[src/design/rgb9e5_pkg.sv]
// ----------------------------------------------------------------------------
// rgb9e5 package
// constants and helpers shared by the shared-exponent encoder
// ----------------------------------------------------------------------------
`default_nettype none
package rgb9e5_pkg;
  localparam logic [31:0] MaxBits = 32'h477F8000;
  localparam logic [31:0] MinBits = 32'h37800000;
  localparam logic [31:0] RoundAdd = 32'h00004000;
  localparam logic [7:0] ExpBias = 8'd111;

  function automatic logic [31:0] clamp_chan(input logic [31:0] b);
    logic [31:0] c;
    c = b;
    if (b[31]) c = '0;
    else if (b[30:23] == 8'hFF && b[22:0] != '0) c = '0;
    else if (b > MaxBits) c = MaxBits;
    return c;
  endfunction
endpackage
`default_nettype wire

[src/design/rgb9e5_mant.sv]
// ----------------------------------------------------------------------------
// rgb9e5 mantissa
// scales one clamped channel to the shared exponent, round half up
// ----------------------------------------------------------------------------
`default_nettype none
module rgb9e5_mant (
  input  wire logic [31:0] chan,
  input  wire logic [7:0]  e,
  output logic [8:0]       mant
);
  import rgb9e5_pkg::*;
  logic [7:0]  be;
  logic [23:0] sig;
  logic [9:0]  s;
  logic [4:0]  r;
  logic [24:0] sum;
  logic [23:0] shl;
  always_comb begin
    be = (chan[30:23] == 8'd0) ? 8'd1 : chan[30:23];
    sig = (chan[30:23] == 8'd0) ? {1'b0, chan[22:0]} : {1'b1, chan[22:0]};
    s = {2'b00, be} - 10'd15 - {2'b00, e};
    r = 5'd0;
    sum = '0;
    shl = '0;
    mant = '0;
    if (!s[9]) begin
      if (s > 10'd10) mant = 9'h1FF;
      else begin
        shl = sig << s[3:0];
        mant = shl[8:0];
      end
    end else if ((10'd0 - s) > 10'd30) begin
      mant = '0;
    end else begin
      r = 5'(10'd0 - s);
      sum = {1'b0, sig} + (25'd1 << (r - 5'd1));
      mant = 9'(sum >> r);
    end
  end
endmodule
`default_nettype wire

[src/design/float3_to_shared_exponent_rgb9e5_top.sv]
// ----------------------------------------------------------------------------
// float3 to rgb9e5 encoder
// Packs three float channels into one shared-exponent word. One item per clock,
// four register stages (clamp, max, exponent, then mantissas into the output
// register). A stall freezes all stages together.
// ----------------------------------------------------------------------------
`default_nettype none
module float3_to_shared_exponent_rgb9e5_top (
  input  wire logic        clk,
  input  wire logic        rst_n,
  input  wire logic        in_tvalid,
  output logic             in_tready,
  input  wire logic [95:0] in_tdata,   // red_bits, green_bits, blue_bits
  output logic             out_tvalid,
  input  wire logic        out_tready,
  output logic [31:0]      out_tdata   // packed_word
);
  import rgb9e5_pkg::*;
  logic        adv;
  logic [3:0]  v_r;
  logic [31:0] c1r_r, c1g_r, c1b_r;
  logic [31:0] c2r_r, c2g_r, c2b_r, m2_r;
  logic [31:0] c3r_r, c3g_r, c3b_r;
  logic [7:0]  e3_r;
  logic [31:0] word_r;
  logic [31:0] mx, mf, mr;
  logic [8:0]  mant_r, mant_g, mant_b;

  assign adv = !out_tvalid || out_tready;
  assign in_tready = adv;
  assign out_tvalid = v_r[3];
  assign out_tdata = word_r;

  always_comb begin
    mx = c1r_r;
    if (c1g_r > mx) mx = c1g_r;
    if (c1b_r > mx) mx = c1b_r;
    mf = (m2_r < MinBits) ? MinBits : m2_r;
    mr = mf + RoundAdd;
  end

  rgb9e5_mant u_r (.chan(c3r_r), .e(e3_r), .mant(mant_r));
  rgb9e5_mant u_g (.chan(c3g_r), .e(e3_r), .mant(mant_g));
  rgb9e5_mant u_b (.chan(c3b_r), .e(e3_r), .mant(mant_b));

  always_ff @(posedge clk) begin
    if (!rst_n) v_r <= '0;
    else if (adv) v_r <= {v_r[2:0], in_tvalid};
  end

  always_ff @(posedge clk) begin
    if (adv) begin
      c1r_r <= clamp_chan(in_tdata[31:0]);
      c1g_r <= clamp_chan(in_tdata[63:32]);
      c1b_r <= clamp_chan(in_tdata[95:64]);
      c2r_r <= c1r_r; c2g_r <= c1g_r; c2b_r <= c1b_r; m2_r <= mx;
      c3r_r <= c2r_r; c3g_r <= c2g_r; c3b_r <= c2b_r; e3_r <= mr[30:23];
      word_r <= {5'(e3_r - ExpBias), mant_b, mant_g, mant_r};
    end
  end
endmodule
`default_nettype wire

[config.mk]
export PLATFORM = sky130hd
export DESIGN_NAME = float3_to_shared_exponent_rgb9e5_top
export DESIGN_NICKNAME = d
export VERILOG_FILES = /design/src/design/rgb9e5_pkg.sv /design/src/design/rgb9e5_mant.sv /design/src/design/float3_to_shared_exponent_rgb9e5_top.sv
export SDC_FILE = /design/constraint.sdc
export NUM_CORES = 1
export LEC_CHECK = 0
export BUFFER_PORTS_ARGS = -buffer_cell sky130_fd_sc_hd__clkbuf_2
export CAP_MARGIN = 20
export CORE_ASPECT_RATIO = 1.1
export CORE_MARGIN = 3
export CORE_UTILIZATION = 45
export DETAILED_ROUTE_END_ITERATION = 12
export GPL_TIMING_DRIVEN = 0
export PLACE_DENSITY = 0.66
export RECOVER_POWER = 25
export SLEW_MARGIN = 20
export SYNTH_ARGS = -nofsm -noshare
export SYNTH_HDL_FRONTEND = slang
export SYNTH_HIERARCHICAL = 1
export SYNTH_SLANG_ARGS = --single-unit
[constraint.sdc]
create_clock -name clk -period 24 [get_ports clk]
set_input_delay 4.8 -clock clk [delete_from_list [all_inputs] [get_ports clk]]
set_output_delay 4.8 -clock clk [all_outputs]
set_load 0.02 [all_outputs]
# == After elaboration in Yosys (flattened, before gate mapping) ==
# Cells that the tools add are included.
# classes
add_sub_neg,17
n_mul,0
div_mod_pow,0
order_cmp,12
n_eq_ne,3
shift,9
n_mux,21
n_bitwise,0
reduce_logical,17
# ops
op,n
2-to-1 mux 31 bit,6
"greater-than comparator 32 x 31 -> 1 bit, second input constant",3
2-to-1 mux 9 bit,9
adder 24 x 25 -> 25 bit,3
"<< shifter 1 x 5 -> 25 bit, first input constant",3
>> shifter 25 x 5 -> 9 bit,3
2-to-1 mux 24 bit,3
<< shifter 24 x 4 -> 9 bit,3
nonzero test 23 bit,3
greater-than comparator 31 bit,2
"less-than comparator 32 x 30 -> 1 bit, second input constant",1
"adder 31 x 15 -> 31 bit, second input constant",1
"greater-than comparator 10 x 4 -> 1 bit, second input constant",3
"greater-than comparator 10 x 5 -> 1 bit, second input constant",3
"subtractor 1 x 10 -> 10 bit, first input constant",3
subtractor 10 x 8 -> 10 bit,3
"subtractor 8 x 4 -> 9 bit, second input constant",3
"== test 8 bit, second input constant",3
logical NOT 8 bit,3
2-to-1 mux 8 bit,3
"subtractor 5 x 1 -> 5 bit, second input constant",3
OR reduction 3 bit,3
OR reduction 2 bit,3
"subtractor 5 x 4 -> 5 bit, second input constant",1
3 further kinds,5
# word_totals
regBits,355
latch_bits,0
ram_bits,0
romBits,0
input_bits,100
out_inout_bits,34
word_cells,95
memories,0

# == Longest topological paths before layout ==
# depth
word_depth,11
ltp_mapped,31

# == Modules after synthesis ==
# Netlist, hierarchy kept.
# modules_own_cells
mod,instances,cells_per_inst,area_per_inst_um2,seq_area_each_um2
float3_to_shared_exponent_rgb9e5_top,1,835,13609.3,10169.8
rgb9e5_mant at u_r,1,675,4479.3,0.0
rgb9e5_mant at u_b,1,615,4139.0,0.0
rgb9e5_mant at u_g,1,588,3923.8,0.0

# == Worst setup path after synthesis ==
# Ideal clock, no wire load.
# synth_path
path_type,input -> output
startpoint,input out_tready
endpoint,output in_tready
arrival_time_ps,14273
required_time_ps,19200
setup_slack_ps,4927
path_stages,2
path_buffers,1
cell_sequence,nand2b_1 clkbuf_1
# synth_via
elab_chain_len,1
# synth_lines
element,line_no,source
"start, declared",float3_to_shared_exponent_rgb9e5_top.sv:15,"input wire logic out_tready,"
logical OR 1 bit,float3_to_shared_exponent_rgb9e5_top.sv:29,assign adv = !out_tvalid || out_tready;
"end, declared",float3_to_shared_exponent_rgb9e5_top.sv:12,"output logic in_tready,"
# No other way between the ends.

# == Worst setup path after layout ==
# Ends and elaborated chain as after synthesis.

==> summary.md <==
| Metric | Value |
|---|---|
| Outcome | finished clean |
| Routability cong. | 0.9491 |
| Kind of cell adding the most delay to the critical path | buffers and inverters |
| Peak VDD IR | 0.04782 mV |
| Max Root-Sink Buffers | 3 |
| CTS buffer count | 36 |
| Die Area | 61040 µm² |
| Clock-pin slew on the worst setup and hold paths | 0.06 ns |
| H-tree lvl count | 2 |
| Req. time, crit path | 19.20 ns |
| Unrepaired setup endpoints after global routing | false |
| Port Buffers | 133 |
| Clk sinks | 340 |
| TritonCTS clock tree | built |
| DIE HEIGHT | 258.8 µm |
| Core area | 57440 µm² |
| DR WL/cell | 21.81 µm |
| CP Max Fanout | 53 |
| Initial antenna violation count | 0 |
| Crit Path Class | input port to output pin |
| First-pass GRT wire length | 123100 µm |
| Remaining Overflow, GRT | 0 |
| Synthesis-to-finish area growth | 11.07% |
| Post-Syn Area | 26150 µm² |
| Total power | 3.485 mW |
| Layout cell share with drive strength beyond 1 | 0.1057 |
| I/O pin total | 134 |
| Fmax | 0.09020 GHz |
| Ys Warns | 6 |
| Worst path cell trace | clkbuf_2, nand2b_1, clkbuf_4, buf_16, buf_16, clkbuf_2 |
| Fin crit share | 0.4620 |
| Slew at the pin closest to its max-slew limit | 1.058 ns |
| FP Rows | 92 |
| Max-slew headroom | 0.2945 |
| Reg2Reg Setup Slack | 14.88 ns |
| Placed wire-length estimate | 64120 µm |
| Lkg Pwr | 12.15 nW |
| Final min period | 11.09 ns |
| Max-Cap Viols | 0 |
| Final setup viols | 0 |
| DRC | 0 |
| Largest net degree at the start of global routing | 62 |
| Initial DRC count | 2245 |
| Worst setup EP type | output pin |
| Fin. max-slew vios | 0 |
| Final antenna-violating net count | 0 |
| Worst setup SP type | input port |
| Syn Area/Cell | 9.641 µm² |
| Clock skew | 0.02061 ns |
| Post-synthesis cell count | 2712 |
| Pwr Density | 120.0 nW/µm² |
| Worst Path Buf+Inv | 5 |
| Post-CTS Resized | 0 |
| Mapped Nets | 2992 |
| Hold buffers post-CTS | 0 |
| # diodes | 0 |
| Final Hold Vio Count | 0 |
| Final #Nets | 3169 |
| Die Wd | 235.8 µm |
| Tot GR Track Use | 0.2539 |
| CP peak stage delay | 0.40 ns |
| Starting Density | 0.4552 |
| Crit-path slowest cell | clkbuf_4 |
| Hold Crit Class | flip-flop to flip-flop |
| Final wirelength | 79960 µm |
| Pre-antenna DRT Iters | 6 |
| Root buf cell | clkbuf_16 |
| Vias in the first global route | 21.50k |
| Worst skew pair latency | 0.56 ns |
| Fin Setup TNS | 0 ns |
| Total number of vias | 22.48k |
| Via density | 6.131 |
| Post-CTS setup buffers | 0 |
| Worst EP arrival | 6.29 ns |
[power by group]
| group | switching [mW] | total, mW | internal (mW) |
|---|---|---|---|
| Combinational | 1.44 | 2.16 | 0.721 |
| Clock | 0.236 | 0.537 | 0.301 |
| Sequential | 0.0504 | 0.790 | 0.740 |
[layer usage]
layer / global-route usage / part of all wire / vias up / routed length (µm)
li1: - / - / 10650 / -
met1: 0.3441 / 0.44 / 10790 / 35160
met2: 0.4195 / 0.46 / 887 / 37130
met3: 0.03033 / 0.060 / 148 / 4767
met4: 0.09297 / 0.036 / 0 / 2899
met5: 0 / 0 / - / 0
[cell type report]
type | instances | area (µm²)
Clock buffer | 42 | 923.4
Buffer | 117 | 511.7
Tap cell | 752 | 940.9
Timing Repair Buffer | 139 | 823.3
Clock inverter | 21 | 202.7
Sequential cell | 340 | 10170
Inverter | 148 | 555.5
Fill cell | 5179 | 28400
Multi-Input combinational cell | 2107 | 14910
[state kept, by name, indices dropped and copies added, names as in the netlist]
signal / count
c1b_r: 31
c1g_r: 31
c1r_r: 31
c2b_r: 31
c2g_r: 31
c2r_r: 31
c3b_r: 31
c3g_r: 31
c3r_r: 31
e3_r: 8
m2_r: 17
out_tdata: 32
v_r: 4
[worst reg2reg max path: cells and delay by family, from the launching register on]
family | cells | cell delay, ns
adders and majority gates | 3 | 1.00
DFF | 1 | 0.45
AOI/OAI and AO/OA | 6 | 1.54
xor gates and xnor gates | 1 | 0.36
buffers and inverters | 7 | 2.60
muxes | 1 | 0.38
and+or+nand+nor | 10 | 2.50
[final timing paths]
check,startpoint,to,depth (start not counted)
max,out_tready,in_tready,6
min,c2g_r[7],c3g_r[7],0
max reg2reg,c3r_r[27],out_tdata[1],28
min reg2reg,c2g_r[7],c3g_r[7],0
[per-stage QoR]
| step | cell area (µm²) | setup WS (ns) | util | instances | hold slack, ns |
|---|---|---|---|---|---|
| finish | 29040 | 12.91 | 0.5056 | 3666 | 0.4133 |
| global route | 29040 | 12.77 | 0.5056 | 3666 | 0.4189 |
| CTS | 29040 | 12.89 | 0.5056 | 3666 | 0.4123 |
| detailed placement | 27920 | 12.89 | 0.4860 | 3603 | 0.4045 |
| global placement | 27750 | 0.3011 | 0.4832 | 3597 | 0.4002 |
| floorplan | 26150 | 4.927 | - | 2712 | 0.4003 |
[layout by cell type, fill, tap and decap left out, types with 62 or more instances in the layout]
master,instances
edfxtp_1,336
clkbuf_2,134
mux2i_1,109
inv_1,146
clkbuf_1,87
a21oi_1,197
and2_1,94
o21ai_0,116
nor3_1,62
xnor2_1,70
nor2_1,197
ha_1,174
nand2_1,223
nand3_1,71
No activity file was read; power rests on OpenSTA's default activity.
